--- src/vmbae_pkg.sv ---
// Shared types and constants for the VM branch and ALU execute core.
`default_nettype none
package vmbae_pkg;

    localparam int unsigned PC_W            = 12;
    localparam int unsigned REG_W           = 8;
    localparam int unsigned REG_IDX_W       = 4;
    localparam int unsigned NUM_REGS        = 16;
    localparam int unsigned INSTR_W         = 16;
    localparam int unsigned STACK_DEPTH_DEF = 16;

    localparam logic [PC_W-1:0]    PC_RESET = 12'h200;
    localparam logic [PC_W-1:0]    PC_STEP  = 12'd2;
    localparam logic [PC_W-1:0]    PC_SKIP  = 12'd4;
    localparam logic [INSTR_W-1:0] RET_WORD = 16'h00EE;

    // Major opcode, top nibble of the instruction
    localparam logic [3:0] OP_SYS     = 4'h0;
    localparam logic [3:0] OP_JP      = 4'h1;
    localparam logic [3:0] OP_CALL    = 4'h2;
    localparam logic [3:0] OP_SE_IMM  = 4'h3;
    localparam logic [3:0] OP_SNE_IMM = 4'h4;
    localparam logic [3:0] OP_SE_REG  = 4'h5;
    localparam logic [3:0] OP_LD_IMM  = 4'h6;
    localparam logic [3:0] OP_ADD_IMM = 4'h7;
    localparam logic [3:0] OP_ALU     = 4'h8;

    // Register-register function, low nibble of an ALU instruction
    localparam logic [3:0] FN_MOV = 4'h0;
    localparam logic [3:0] FN_OR  = 4'h1;
    localparam logic [3:0] FN_AND = 4'h2;
    localparam logic [3:0] FN_XOR = 4'h3;

    // Result item, last field in the lowest bits
    typedef struct packed {
        logic                 unsupported;
        logic [REG_W-1:0]     reg_value;
        logic [REG_IDX_W-1:0] reg_index;
        logic                 reg_written;
        logic                 skipped;
        logic [PC_W-1:0]      next_pc;
    } result_t;

    localparam int unsigned RESULT_W = $bits(result_t);
    localparam int unsigned OUT_W    = ((RESULT_W + 7) / 8) * 8;

endpackage
`default_nettype wire

--- src/vm_branch_and_alu_execute_core.sv ---
// Top level: executes one branch/ALU instruction per request.
//
//  channel | dir | payload (lowest bit first)
//  --------+-----+------------------------------------------------------------
//  s_*     | in  | tdata: instruction[15:0]
//  m_*     | out | tdata: next_pc[11:0], skipped, reg_written, reg_index[3:0],
//          |     |        reg_value[7:0], unsupported, zero pad to 32 bits
//
// One instruction per cycle while the result side accepts: an input register
// feeds the execute logic, which loads the result register.
// Register file and return stack sit in registered-read RAMs addressed in the
// cycle before execute, with write forwarding. Reset sets the counter to 0x200, the
// stack pointer to STACK_DEPTH-1 and marks all stored entries as zero.
// A stalled result holds; the input register still takes a request if empty.
`default_nettype none
module vm_branch_and_alu_execute_core #(
    parameter int unsigned STACK_DEPTH = vmbae_pkg::STACK_DEPTH_DEF
) (
    input  wire logic                       clk,
    input  wire logic                       rst_n,
    input  wire logic                       s_tvalid,
    output logic                            s_tready,
    input  wire logic [vmbae_pkg::INSTR_W-1:0] s_tdata,  // instruction[15:0]
    output logic                            m_tvalid,
    input  wire logic                       m_tready,
    // next_pc[11:0], skipped, reg_written, reg_index[3:0], reg_value[7:0],
    // unsupported, zero pad
    output logic [vmbae_pkg::OUT_W-1:0]     m_tdata
);

    localparam int unsigned SP_W  = $clog2(STACK_DEPTH);
    localparam int unsigned PC_W  = vmbae_pkg::PC_W;
    localparam int unsigned REG_W = vmbae_pkg::REG_W;
    localparam int unsigned IDX_W = vmbae_pkg::REG_IDX_W;
    localparam int unsigned NREGS = vmbae_pkg::NUM_REGS;
    localparam int unsigned PAD_W = vmbae_pkg::OUT_W - vmbae_pkg::RESULT_W;
    localparam logic [SP_W-1:0] SP_LAST = SP_W'(STACK_DEPTH - 1);

    // Input and output stages
    logic                             in_valid_reg;
    logic [vmbae_pkg::INSTR_W-1:0]    instr_reg;
    logic                             out_valid_reg;
    vmbae_pkg::result_t               result_reg;
    vmbae_pkg::result_t               result_next;
    logic                             load;
    logic                             fire;

    // Architectural state
    logic [PC_W-1:0]                  pc_reg;
    logic [PC_W-1:0]                  pc_next;
    logic [SP_W-1:0]                  sp_reg;
    logic [SP_W-1:0]                  sp_next;
    logic [SP_W-1:0]                  sp_inc;
    logic [SP_W-1:0]                  sp_dec;
    logic [NREGS-1:0]                 gr_valid_reg;
    logic [STACK_DEPTH-1:0]           st_valid_reg;

    // Register file ports
    logic                             gr_we;
    logic [IDX_W-1:0]                 gr_waddr;
    logic [REG_W-1:0]                 gr_wdata;
    logic [IDX_W-1:0]                 rx_addr;
    logic [IDX_W-1:0]                 ry_addr;
    logic [REG_W-1:0]                 rx_q;
    logic [REG_W-1:0]                 ry_q;
    logic                             rx_fwd_reg;
    logic                             ry_fwd_reg;
    logic                             rx_vld_reg;
    logic                             ry_vld_reg;
    logic [REG_W-1:0]                 gr_fwd_data_reg;
    logic [REG_W-1:0]                 vx;
    logic [REG_W-1:0]                 vy;

    // Return stack ports
    logic                             st_we;
    logic [PC_W-1:0]                  st_q;
    logic                             st_fwd_reg;
    logic                             st_vld_reg;
    logic [PC_W-1:0]                  st_fwd_data_reg;
    logic [PC_W-1:0]                  st_top;

    // Decoded fields
    logic [3:0]                       op;
    logic [IDX_W-1:0]                 fx;
    logic [3:0]                       fn;
    logic [REG_W-1:0]                 kk;
    logic [PC_W-1:0]                  nnn;
    logic                             skip;
    logic                             wr;
    logic                             unsup;
    logic                             is_call;
    logic                             is_ret;
    logic [REG_W-1:0]                 val;
    logic [PC_W-1:0]                  jump_pc;
    logic                             jump;

    assign fire     = in_valid_reg && (!out_valid_reg || m_tready);
    assign s_tready = !in_valid_reg || fire;
    assign load     = s_tvalid && s_tready;
    assign m_tvalid = out_valid_reg;
    assign m_tdata  = {{PAD_W{1'b0}}, result_reg};

    assign op  = instr_reg[15:12];
    assign fx  = instr_reg[11:8];
    assign fn  = instr_reg[3:0];
    assign kk  = instr_reg[7:0];
    assign nnn = instr_reg[11:0];

    assign sp_inc = (sp_reg == SP_LAST) ? '0 : sp_reg + 1'b1;
    assign sp_dec = (sp_reg == '0) ? SP_LAST : sp_reg - 1'b1;

    // Read addresses are presented in the cycle before the execute stage uses them
    assign rx_addr = load ? s_tdata[11:8] : instr_reg[11:8];
    assign ry_addr = load ? s_tdata[7:4]  : instr_reg[7:4];

    assign vx     = rx_fwd_reg ? gr_fwd_data_reg : (rx_vld_reg ? rx_q : '0);
    assign vy     = ry_fwd_reg ? gr_fwd_data_reg : (ry_vld_reg ? ry_q : '0);
    assign st_top = st_fwd_reg ? st_fwd_data_reg : (st_vld_reg ? st_q : '0);

    // Execute
    always_comb
    begin
        skip    = 1'b0;
        wr      = 1'b0;
        unsup   = 1'b0;
        is_call = 1'b0;
        is_ret  = 1'b0;
        jump    = 1'b0;
        jump_pc = nnn;
        val     = '0;
        unique case (op)
            vmbae_pkg::OP_SYS:
            begin
                if (instr_reg == vmbae_pkg::RET_WORD)
                begin
                    is_ret  = 1'b1;
                    jump    = 1'b1;
                    jump_pc = st_top + vmbae_pkg::PC_STEP;
                end
                else
                begin
                    unsup = 1'b1;
                end
            end
            vmbae_pkg::OP_JP:
            begin
                jump = 1'b1;
            end
            vmbae_pkg::OP_CALL:
            begin
                is_call = 1'b1;
                jump    = 1'b1;
            end
            vmbae_pkg::OP_SE_IMM:
            begin
                skip = (vx == kk);
            end
            vmbae_pkg::OP_SNE_IMM:
            begin
                skip = (vx != kk);
            end
            vmbae_pkg::OP_SE_REG:
            begin
                if (fn == 4'h0)
                begin
                    skip = (vx == vy);
                end
                else
                begin
                    unsup = 1'b1;
                end
            end
            vmbae_pkg::OP_LD_IMM:
            begin
                wr  = 1'b1;
                val = kk;
            end
            vmbae_pkg::OP_ADD_IMM:
            begin
                wr  = 1'b1;
                val = vx + kk;
            end
            vmbae_pkg::OP_ALU:
            begin
                unique case (fn)
                    vmbae_pkg::FN_MOV:
                    begin
                        wr  = 1'b1;
                        val = vy;
                    end
                    vmbae_pkg::FN_OR:
                    begin
                        wr  = 1'b1;
                        val = vx | vy;
                    end
                    vmbae_pkg::FN_AND:
                    begin
                        wr  = 1'b1;
                        val = vx & vy;
                    end
                    vmbae_pkg::FN_XOR:
                    begin
                        wr  = 1'b1;
                        val = vx ^ vy;
                    end
                    default:
                    begin
                        unsup = 1'b1;
                    end
                endcase
            end
            default:
            begin
                unsup = 1'b1;
            end
        endcase

        if (skip)
        begin
            pc_next = pc_reg + vmbae_pkg::PC_SKIP;
        end
        else if (jump)
        begin
            pc_next = jump_pc;
        end
        else
        begin
            pc_next = pc_reg + vmbae_pkg::PC_STEP;
        end

        result_next.next_pc     = pc_next;
        result_next.skipped     = skip;
        result_next.reg_written = wr;
        result_next.reg_index   = wr ? fx : '0;
        result_next.reg_value   = wr ? val : '0;
        result_next.unsupported = unsup;
    end

    assign gr_we    = fire && wr;
    assign gr_waddr = fx;
    assign gr_wdata = val;
    assign st_we    = fire && is_call;

    always_comb
    begin
        priority if (fire && is_call)
        begin
            sp_next = sp_inc;
        end
        else if (fire && is_ret)
        begin
            sp_next = sp_dec;
        end
        else
        begin
            sp_next = sp_reg;
        end
    end

    vmbae_ram #(
        .WIDTH (REG_W),
        .DEPTH (NREGS)
    ) u_gr_x (
        .clk   (clk),
        .we    (gr_we),
        .waddr (gr_waddr),
        .wdata (gr_wdata),
        .raddr (rx_addr),
        .rdata (rx_q)
    );

    vmbae_ram #(
        .WIDTH (REG_W),
        .DEPTH (NREGS)
    ) u_gr_y (
        .clk   (clk),
        .we    (gr_we),
        .waddr (gr_waddr),
        .wdata (gr_wdata),
        .raddr (ry_addr),
        .rdata (ry_q)
    );

    vmbae_ram #(
        .WIDTH (PC_W),
        .DEPTH (STACK_DEPTH)
    ) u_stack (
        .clk   (clk),
        .we    (st_we),
        .waddr (sp_inc),
        .wdata (pc_reg),
        .raddr (sp_next),
        .rdata (st_q)
    );

    // Control state
    always_ff @(posedge clk or negedge rst_n)
    begin
        if (!rst_n)
        begin
            in_valid_reg  <= 1'b0;
            out_valid_reg <= 1'b0;
            pc_reg        <= vmbae_pkg::PC_RESET;
            sp_reg        <= SP_LAST;
            gr_valid_reg  <= '0;
            st_valid_reg  <= '0;
            rx_fwd_reg    <= 1'b0;
            ry_fwd_reg    <= 1'b0;
            rx_vld_reg    <= 1'b0;
            ry_vld_reg    <= 1'b0;
            st_fwd_reg    <= 1'b0;
            st_vld_reg    <= 1'b0;
        end
        else
        begin
            in_valid_reg  <= load || (in_valid_reg && !fire);
            out_valid_reg <= fire || (out_valid_reg && !m_tready);
            sp_reg        <= sp_next;
            if (fire)
            begin
                pc_reg <= pc_next;
            end
            if (gr_we)
            begin
                gr_valid_reg[gr_waddr] <= 1'b1;
            end
            if (st_we)
            begin
                st_valid_reg[sp_inc] <= 1'b1;
            end
            rx_fwd_reg <= gr_we && (gr_waddr == rx_addr);
            ry_fwd_reg <= gr_we && (gr_waddr == ry_addr);
            rx_vld_reg <= gr_valid_reg[rx_addr];
            ry_vld_reg <= gr_valid_reg[ry_addr];
            st_fwd_reg <= st_we && (sp_inc == sp_next);
            st_vld_reg <= st_valid_reg[sp_next];
        end
    end

    // Payload
    always_ff @(posedge clk)
    begin
        if (load)
        begin
            instr_reg <= s_tdata;
        end
        if (fire)
        begin
            result_reg <= result_next;
        end
        gr_fwd_data_reg <= gr_wdata;
        st_fwd_data_reg <= pc_reg;
    end

endmodule
`default_nettype wire

--- src/vmbae_ram.sv ---
// Generic single-write, single-read RAM with registered read data.
`default_nettype none
module vmbae_ram #(
    parameter int unsigned WIDTH = 8,
    parameter int unsigned DEPTH = 16
) (
    input  wire logic                     clk,
    input  wire logic                     we,
    input  wire logic [$clog2(DEPTH)-1:0] waddr,
    input  wire logic [WIDTH-1:0]         wdata,
    input  wire logic [$clog2(DEPTH)-1:0] raddr,
    output logic      [WIDTH-1:0]         rdata
);

    logic [WIDTH-1:0] mem [DEPTH];

    always_ff @(posedge clk)
    begin
        if (we)
        begin
            mem[waddr] <= wdata;
        end
        rdata <= mem[raddr];
    end

endmodule
`default_nettype wire

--- config.mk ---
export PLATFORM = sky130hd
export DESIGN_NAME = vm_branch_and_alu_execute_core
export DESIGN_NICKNAME = d
export VERILOG_FILES = /design/src/vmbae_pkg.sv /design/src/vm_branch_and_alu_execute_core.sv /design/src/vmbae_ram.sv
export SDC_FILE = /design/constraint.sdc
export NUM_CORES = 1
export LEC_CHECK = 0
export BUFFER_PORTS_ARGS = -buffer_cell sky130_fd_sc_hd__clkbuf_2
export CAP_MARGIN = 20
export CORE_ASPECT_RATIO = 0.8
export CORE_UTILIZATION = 45
export CTS_CLUSTER_DIAMETER = 150
export DETAILED_ROUTE_END_ITERATION = 8
export PLACE_DENSITY = 0.66
export SETUP_SLACK_MARGIN = 0.2
export SLEW_MARGIN = 20
export SYNTH_ARGS = -nofsm -noshare
export SYNTH_HDL_FRONTEND = slang
export SYNTH_SLANG_ARGS = --single-unit
--- constraint.sdc ---
create_clock -name clk -period 3.7 [get_ports clk]
set_input_delay 0.37 -clock clk [delete_from_list [all_inputs] [get_ports clk]]
set_output_delay 0.37 -clock clk [all_outputs]
set_load 0.02 [all_outputs]
; ---- Word-level counts from Yosys, hierarchy flattened
; Memories as Yosys holds them, arrays and structs flattened. A register that Yosys moved wholly into a read port is not among the register bits.
; Index checks and enable logic that the tools add are counted.
[classes]
n_addsub = 6
n_lt_le_gt_ge = 7
n_eq_ne = 19
n_mux = 44
bitwise_logic = 5
n_reduce_logical = 27
[ops]
columns = cell, n
row1 = $mux 12, 6
row2 = $mux 8, 4
row3 = $or 16x16->16, 2
row4 = $pmux 8 s4, 1
row5 = $lt 4x5->1 const B, 5
row6 = $add 12x2->12 const B, 2
row7 = $mux 4, 6
row8 = $pmux 8 s3, 1
row9 = $mux 1, 17
row10 = $eq 16x8->1 const B, 1
row11 = $eq 4x2->1 const B, 4
row12 = $eq 4x3->1 const B, 4
row13 = $eq 8x8->1, 2
row14 = $add 12x3->12 const B, 1
row15 = $bmux 1 s4, 3
row16 = $eq 4x4->1, 3
row17 = $logic_and 1x1->1, 12
row18 = $logic_not 4->1, 3
row19 = $add 8x8->8, 1
row20 = $and 8x8->8, 1
row21 = $demux 1 s4, 2
row22 = $eq 4x1->1 const B, 2
row23 = $eq 4x4->1 const B, 2
row24 = $ge 4x1->1 const B, 2
row25 = other kinds (13), 21
[word_totals]
ff_bits = 119
ram_bits = 448
in_bits = 20
word_cells = 132
memories = 3
[mem_list]
columns = name, words, width, rd, rd_ports_with_merged_regs, wr, line
row1 = u_stack.mem, 16, 12, 1, 1, 1, vmbae_ram.sv:15  ; logic [WIDTH-1:0] mem [DEPTH];
row2 = u_gr_x.mem, 16, 8, 1, 1, 1, vmbae_ram.sv:15
row3 = u_gr_y.mem, 16, 8, 1, 1, 1, vmbae_ram.sv:15

; ---- Depth between registers and ports, before layout
; Gate-level depths: netlist (run 1).
[logic_depth]
word_depth = 8
mapped_depth = 13
depth_no_buf = 12

; ---- By module
; Synthesis (run 1) repeated with hierarchy kept, for this count alone.
[unflattened]
cells_unflattened = 1463
hier_area_um2 = 24871.4
[modules_own_cells]
columns = module, instances, cells_each, area_each_um2, seq_area_each_um2
row1 = vmbae_ram at u_gr_x ..., 2, 229, 5147.4, 4003.8
row2 = vmbae_ram at u_stack, 1, 329, 7599.8, 6005.8
row3 = vm_branch_and_alu_execute_core, 1, 676, 6976.7, 3099.2

; ---- Least setup slack after synthesis (run 1)
; Ideal clock, no wire load.
[synth_timing]
kind = flip-flop to flip-flop
start = reg rx_fwd_reg
end = reg result_reg, in the netlist m_tdata[11], data pin
arrival_ns = 3.296
required_time_ns = 3.441
slack_ns = 0.145
stages_incl_launch_ff = 13
period_less_slack_ns = 3.555
cell_sequence = dfrtp_1 > clkbuf_1 > nor2b_1 > a22o_1 > ha_1 > or4_1 > nor4_1 > o21ai_0 > o31a_1 > a21oi_1 > clkbuf_1 > o211ai_1 > nor2b_1
[synth_between]
elab_chain_cells = 5
word_cells_on_any_way = 7
[synth_rtl]
columns = element, line
row1 = "start, declared", vm_branch_and_alu_execute_core.sv:66  ; logic rx_fwd_reg;
row2 = "start signal, assigned", vm_branch_and_alu_execute_core.sv:331  ; rx_fwd_reg <= gr_we && (gr_waddr == rx_addr);
row3 = $mux 8 (*), vm_branch_and_alu_execute_core.sv:116  ; assign vx = rx_fwd_reg ? gr_fwd_data_reg : (rx_vld_reg ? rx_q : '0);
row4 = $eq 8x8->1, vm_branch_and_alu_execute_core.sv:166  ; skip = (vx == vy);
row5 = $mux 1, vm_branch_and_alu_execute_core.sv:164  ; if (fn == 4'h0)
row6 = $pmux 1 s3 (*), vm_branch_and_alu_execute_core.sv:131  ; unique case (op)
row7 = named net skip, vm_branch_and_alu_execute_core.sv:88  ; logic skip;
row8 = $mux 12 (*), vm_branch_and_alu_execute_core.sv:218  ; if (skip)
row9 = named net pc_next[11], vm_branch_and_alu_execute_core.sv:50  ; logic [PC_W-1:0] pc_next;
row10 = "end signal, assigned", vm_branch_and_alu_execute_core.sv:349  ; result_reg <= result_next;
row11 = "end, declared", vm_branch_and_alu_execute_core.sv:43  ; vmbae_pkg::result_t result_reg;
; The timed path passes the listed nets; every way through them passes the cells marked *.
; A chain may end at the register's enable or synchronous reset.

; ---- Worst setup path in the final report (run 1)
[layout_timing]
start = reg rx_fwd_reg
end = reg pc_reg[4]
[layout_between]
elab_chain_cells = 5
word_cells_on_any_way = 7
[layout_rtl]
columns = element, line
row1 = $mux 8 (*), vm_branch_and_alu_execute_core.sv:116
row2 = $eq 8x8->1, vm_branch_and_alu_execute_core.sv:166
row3 = $mux 1, vm_branch_and_alu_execute_core.sv:164
row4 = $pmux 1 s3 (*), vm_branch_and_alu_execute_core.sv:131
row5 = $mux 12 (*), vm_branch_and_alu_execute_core.sv:218
row6 = named net pc_next[4], vm_branch_and_alu_execute_core.sv:50
row7 = "end signal, assigned", vm_branch_and_alu_execute_core.sv:303  ; pc_reg <= vmbae_pkg::PC_RESET;
row8 = "end signal, assigned", vm_branch_and_alu_execute_core.sv:321  ; pc_reg <= pc_next;
row9 = "end, declared", vm_branch_and_alu_execute_core.sv:49  ; logic [PC_W-1:0] pc_reg;
; Marked as above.

==> results.toml, run 1 <==
[grt]
grt_max_degree = 39
grt_pass1_vias = 12500
grt.total_usage = 0.224
overflow = 0
grt_pass1_wl_mm = 78.9
antenna_found_initial = 0

[flow_run]
timing.max_cap.violations = 0

[clock_tree]
clk_pin_slew_ns = 0.06
numCtsBuffers = 47
cts_tree = "built"
cts_htree_levels = 2
clock_path_buffers = 3
worstSkewPairLatency_ns = 0.59
cts_root_buffer = "clkbuf_16"
cts_sinks = 467

[logic_synthesis]
synthTopCellsByCount = "363 x edfxtp_1, 140 x nand2_1, 99 x mux4_2, 59 x nand3_1, 56 x a21oi_1"
synthArstFlopShare = 0.120
ys.flop_type = "edfxtp_1"
avgSynthCellArea_um2 = 14.8
synth_cells = 1398
synth_area_leaders = "edfxtp_1 53%, mux4_2 11%, dfrtp_1 6.1%, dfxtp_1 4.6%, mux2i_1 2.6%"
syn_area_um2 = 20800
synth.distinct_cells = 73
synth_edf_count = 363
synth_top_area_frac = 0.525
ys_seq_area_frac = 0.639
synth.most_common_cell = "edfxtp_1"
synth_largest_area_cell = "edfxtp_1"
synth_seq_cells = 467
ys.warnings.count = 0

[timing]
min_period_ns = 3.41
worstMarginPinSlew_ns = 0.953
fin_ws_ns = 0.290
maxSlewViolCount = 0
rsz0062_at_grt = "true"
clock_skew_ns = 0.0306
maxSlewHeadroom = 0.365
max_freq_ghz = 0.293
finalSetupViolCount = 0
hold_violations = 0
fin_crit_sh = 0.921
final.setup.tns_ns = 0

[cells_and_area]
multi_input_area_um2 = 7270
final_cell_area_um2 = 24100
area_growth_pct = 16.2
fillers = 3586
final_nets = 1602
final_layout_size_suffix_gt1_frac = 0.269
top_register = "u_stack.mem"
diodes = 0
largest_reg_flops = 192
regArea_um2 = 13300
layout.cells.non_filler = 2189

[route]
ant_nets = 0
vias_per_cell = 5.91
drc_errors = 0
drt-initial-drc-count = 1504
wl_per_cell_um = 23.9
vias = 12900
wl_mm = 52.4
dr.pass1.iters = 5

[worst_hold_path]
min_path_type = "input pin to flip-flop"
hold_path_depth = 1

[placed_design]
port-buffer-count = 48
dp_hpwl_mm = 35.3
placed_cells = 2087
placedInstanceArea_um2 = 22400
pre_cts_slack_ns = -0.139
gp_congestion = 0.876

[pwr]
peakVddDrop_v = 0.000304
total_power_mw = 14.4
p_per_area_nw_per_um2 = 596
leakage_nw = 8.77

[die]
die_h_um = 194
core-area_um2 = 45000
rows = 69
chipWidth_um = 242
start_util = 0.461
num_io_pins = 54
dieArea_um2 = 47000

[critical_path]
start_kind = "flip-flop"
critical-path-max-stage-delay_ns = 0.56
crit_type = "flip-flop to flip-flop"
cp-end-kind = "flip-flop"
crit_path_cell_trace = "buf_4, a22o_1, ha_1, or4_4, nor4_4, o21ai_2, o31a_1, a21oi_2, buf_2, a21oi_1, mux2_2"
ff2ff_path_depth = 11
cp.required_ns = 4.17
worstPathMaxFanout = 11
critPathSlowestCell = "or4_4"
arrival_ns = 3.88

[run_status]
outcome = "complete, no violations"
## cell type report
class,count,share of cell area
flip-flops and latches,467,0.550
multi-input cells,832,0.301
clock buffers,64,0.0548
repair buffers,170,0.0525
well taps,603,0.0313
clock inverters,24,0.00560
inverters,29,0.00451
## stage by stage
stage               hold WS [ns]   util
floorplan                 0.0744      -
global placement           0.447  0.499
detailed placement         0.447  0.499
CTS                      0.00917  0.534
global route              0.0248  0.536
finish                    0.0367  0.536
## metal layers
metal  global-route usage  share of wire  up-vias
li1                     -              -     5706
met1                0.346           0.46     6600
met2                0.325           0.44      572
met3               0.0392          0.082       65
met4               0.0642          0.020        0
met5                    0              0        -
## worst max-delay path, delay by kind of cell, from the launching register on
family                     cells  cell delay [ns]
AOI/OAI and AO/OA              5             0.97
and+or+nand+nor                2             0.84
buffers and inverters          2             0.48
DFF                            1             0.41
adders and majority gates      1             0.33
muxes                          1             0.28
## logic make-up (layout without fill, tap and decap cells)
logic type                 count (synthesis)  count (layout)  share of synthesized area
muxes                                    171             171                      0.143
other                                      1               5                   0.000181
DFF                                      467             467                      0.639
buffers and inverters                    103             287                     0.0215
adders and majority gates                 35              35                     0.0215
xor gates and xnor gates                  40              40                     0.0169
and+or+nand+nor                          389             389                     0.0936
AOI/OAI and AO/OA                        192             192                     0.0637
## placed cells by master (no fill, tap or decap), types with 6 or more instances in the layout
master         count
dlygate4sd3_1     11
a22oi_1            9
inv_1             25
clkbuf_16         49
ha_1              34
buf_12             6
o22ai_1           16
or2_2             33
mux2i_1           50
nand3_1           59
xnor2_1           24
a21oi_1           53
dfxtp_1           48
a22o_1            12
a211oi_1          39
mux2_2            16
clkinv_2          11
nor3_1            10
edfxtp_1         363
clkbuf_2          47
clkbuf_1          11
nand4_1            8
nand2_1          139
dfrtp_1           51
xor2_1            15
nor2b_1           23
clkinv_1           8
and2_1             9
mux4_2            99
nor3_2             8
nand3b_1          11
o21ai_0           14
nor2_1            50
buf_4            102
## worst paths after layout
| kind | from | to | slack (ns) |
|---|---|---|---|
| min reg2reg | st_valid_reg[11] | st_valid_reg[11] | 0.46 |
| min in group asynchronous | rst_n | st_valid_reg[9] | 0.46 |
| max reg2reg | rx_fwd_reg | pc_reg[4] | 0.29 |
| min | s_tdata[4] | instr_reg[4] | 0.04 |
| max in group asynchronous | rst_n | sp_reg[2] | 2.28 |
| max | rx_fwd_reg | pc_reg[4] | 0.29 |
## repair_timing
| item | in CTS | in global routing |
|---|---|---|
| hold buffers | 11 | 0 |
| setup endpoints to repair | 26 | 38 |
| pin swaps | 1 | 3 |
| hold endpoints to repair | 44 | 0 |
| gates cloned | 0 | 1 |
| resized for setup | 4 | 18 |
| setup buffers | 2 | 0 |
## power breakdown
group / internal (mW) / leakage [nW] / switching [mW]
clock network: 2.51 / 0.716 / 1.97
logic: 1.18 / 3.62 / 1.87
registers: 6.39 / 4.43 / 0.465
total: 10.1 / 8.77 / 4.31
(Power assumes the default switching activity.)
==> run 2: changes to the inputs <==
--- a/config.mk
+++ b/config.mk
@@ -5,6 +5,7 @@
 export SDC_FILE = /design/constraint.sdc
 export NUM_CORES = 1
 export LEC_CHECK = 0
+export ABC_AREA = 1
 export BUFFER_PORTS_ARGS = -buffer_cell sky130_fd_sc_hd__clkbuf_2
 export CAP_MARGIN = 20
 export CORE_ASPECT_RATIO = 0.8
==> run 2 against run 1 <==
Worst hold slack better by 0.012 ns. Clock power rose by 10%. Utilization is 1.8 points lower. Critical endpoint is now m_tdata[9].
==> results.toml, run 2 <==
[logic_synthesis]
synth_edf_count = 363
synth_seq_cells = 467
ys_seq_area_frac = 0.597
synth_area_leaders = "edfxtp_1 49%, nand3_1 6.9%, dfrtp_1 5.7%, nand2_1 5.6%, inv_1 4.7%"
synth.most_common_cell = "edfxtp_1"
synthArstFlopShare = 0.120
synth.distinct_cells = 54
synth_cells = 2261
synthTopCellsByCount = "363 x edfxtp_1, 331 x nand2_1, 306 x nand3_1, 276 x inv_1, 227 x nor2_1"
ys.flop_type = "edfxtp_1"
syn_area_um2 = 22200
avgSynthCellArea_um2 = 9.82
synth_top_area_frac = 0.491
synth_largest_area_cell = "edfxtp_1"
ys.warnings.count = 0

[worst_hold_path]
hold_path_depth = 1
min_to = "instr_reg[11]"
min_path_type = "input pin to flip-flop"
hold_path.startpoint = "s_tdata[11]"

[route]
wl_per_cell_um = 21.2
vias = 17400
wl_mm = 64.0
drt-initial-drc-count = 2153
ant_nets = 0
vias_per_cell = 5.77
dr.pass1.iters = 6
drc_errors = 0

[critical_path]
reg2reg_slack_ns = 0.60
crit_path_cell_trace = "inv_2, nand2_1, inv_2, a22oi_1, inv_1, ha_1, nor2_1, nand2_1, nor3_1, o211ai_1, a21boi_4, buf_12, nand3_1, and2_1"
ff2ff_path_depth = 14
cp.required_ns = 4.05
arrival_ns = 3.45
timing.rr.start = "rx_fwd_reg"
worstPathMaxFanout = 15
cp.buffers_inverters = 4
critPathTopFamily = "simple AND/OR/NAND/NOR gates"
start_kind = "flip-flop"
cp-end-kind = "flip-flop"
critPathSlowestCell = "dfrtp_1"
critical-path-max-stage-delay_ns = 0.49
r2r_end = "m_tdata[9]"
crit_type = "flip-flop to flip-flop"

[timing]
finalSetupViolCount = 0
fin_crit_sh = 0.837
hold_violations = 0
min_period_ns = 3.10
rsz0062_at_grt = "false"
final.setup.tns_ns = 0
worstMarginPinSlew_ns = 1.08
max_freq_ghz = 0.323
maxSlewViolCount = 0
hold_slack_ns = 0.0487
clock_skew_ns = 0.0234
maxSlewHeadroom = 0.277

[cells_and_area]
regArea_um2 = 13300
multi_input_area_um2 = 7290
final_layout_size_suffix_gt1_frac = 0.118
final_cell_mix = "363 x edfxtp_1, 330 x nand2_1, 305 x nand3_1"
fillers = 4163
top_register = "u_stack.mem"
largest_reg_flops = 192
diodes = 0
final_nets = 2406
area_growth_pct = 13.4
final_common_cell = "edfxtp_1"

[placed_design]
dp_hpwl_mm = 40.6
port-buffer-count = 48
gp_congestion = 0.921

[die]
chipWidth_um = 250
rows = 72
start_util = 0.457
num_io_pins = 54
core-area_um2 = 48600
dieArea_um2 = 50300
die_h_um = 201

[clock_tree]
numCtsBuffers = 47
cts_htree_levels = 2
clock_path_buffers = 3
cts_root_buffer = "clkbuf_16"
worstSkewPairLatency_ns = 0.60
cts_tree = "built"
clk_pin_slew_ns = 0.07
cts_sinks = 467

[pwr]
power_frac_seq = 0.419
leakage_nw = 10.4
p_per_area_nw_per_um2 = 622
total_power_mw = 15.7
p_sw_frac = 0.340
clockPowerShare = 0.316
p_switching_mw = 5.32
p_int_mw = 10.4
peakVddDrop_v = 0.000399
comb_power_share = 0.265

[grt]
grt_pass1_vias = 16500
grt.total_usage = 0.253
antenna_found_initial = 3
grt_pass1_wl_mm = 97.6
grt_max_degree = 93
overflow = 0

[flow_run]
timing.max_cap.violations = 0

[run_status]
outcome = "complete, no violations"
==> run 2: changes by cell type after synthesis, sizes merged, moves of 22 or more <==
cell	change
mux2i	-56
mux4	-99
o21ai	+208
o221ai	+50
a211oi	-39
a21oi	-37
nor2	+180
nand3	+252
buf	+47
nor2b	-24
inv	+256
o211ai	+22
nand2	+202
==> run 2: logic make-up (layout without fill, tap and decap cells) <==
group	after synthesis	count (layout)	synth area share
adders and majority gates	35	35	0.0201
other	1	5	0.000169
AOI/OAI and AO/OA	383	383	0.106
DFF	467	467	0.597
xor gates and xnor gates	22	22	0.00901
buffers and inverters	403	528	0.0770
and+or+nand+nor	950	950	0.190
==> run 2: worst max-delay path by stage <==
| stage | startpoint | endpoint | slack (ns) | cells after the start |
|---|---|---|---|---|
| after floorplan | rx_fwd_reg | u_gr_y.mem[0][2] | 0.54 | 12 |
| after global placement | rx_fwd_reg | u_gr_y.mem[12][6] | 0.39 | 15 |
| after CTS | rx_fwd_reg | u_gr_y.mem[7][6] | 0.31 | 15 |
| final | rx_fwd_reg | m_tdata[9] | 0.60 | 14 |
| after detailed placement | rx_fwd_reg | u_gr_y.mem[8][6] | 0.31 | 15 |
| after global routing | rx_fwd_reg | pc_reg[1] | 0.31 | 15 |
==> run 2: what timing repair did <==
item	CTS	global route
hold endpoints to repair	48	0
setup endpoints to repair	0	37
gates resized for setup	0	3
setup buffers	0	1
hold buffers	16	0
==> run 2: area by class of cell <==
cell class	instances	area share
Sequential cell	467	0.527
Inverter	289	0.0433
Clock inverter	17	0.00720
Tap cell	629	0.0312
Clock buffer	71	0.0574
Multi-Input combinational cell	1395	0.289
Timing Repair Buffer	151	0.0448
==> run 2: worst register-to-register path: cells and delay by family (launching register included) <==
kind / cells / cell delay (ns)
AOI/OAI and AO/OA: 3 / 0.79
buffers and inverters: 4 / 0.43
and+or+nand+nor: 6 / 0.85
adders and majority gates: 1 / 0.33
DFF: 1 / 0.49
==> run 2: metrics by stage <==
stage / setup WS (ns) / instance area, µm² / utilization / std cells
after global routing: 0.309 / 25200 / 0.519 / 3019
after floorplan: 0.539 / 22200 / - / 2265
final: 0.605 / 25200 / 0.519 / 3019
after detailed placement: 0.314 / 23400 / 0.481 / 2914
after global placement: 0.393 / 23400 / 0.481 / 2914
after CTS: 0.309 / 25200 / 0.518 / 3018
==> run 2: power groups by stage <==
stage / Clock [mW] / Combinational, mW / Sequential [mW]
floorplan: 0 / 2.56 / 6.67
global placement: 0 / 3.99 / 6.66
detailed placement: 0 / 4.05 / 6.67
CTS: 5.00 / 4.08 / 6.56
global route: 5.20 / 4.52 / 6.60
finish: 4.95 / 4.15 / 6.58
==> run 2: routing by layer <==
metal | vias to the layer above | part of all wire | GRT usage | wire length (µm)
li1 | 7955 | - | - | -
met1 | 8347 | 0.43 | 0.374 | 27900
met2 | 1002 | 0.43 | 0.372 | 27600
met3 | 126 | 0.11 | 0.0486 | 7140
met4 | 4 | 0.022 | 0.0868 | 1420
met5 | - | 0.00036 | 0 | 23
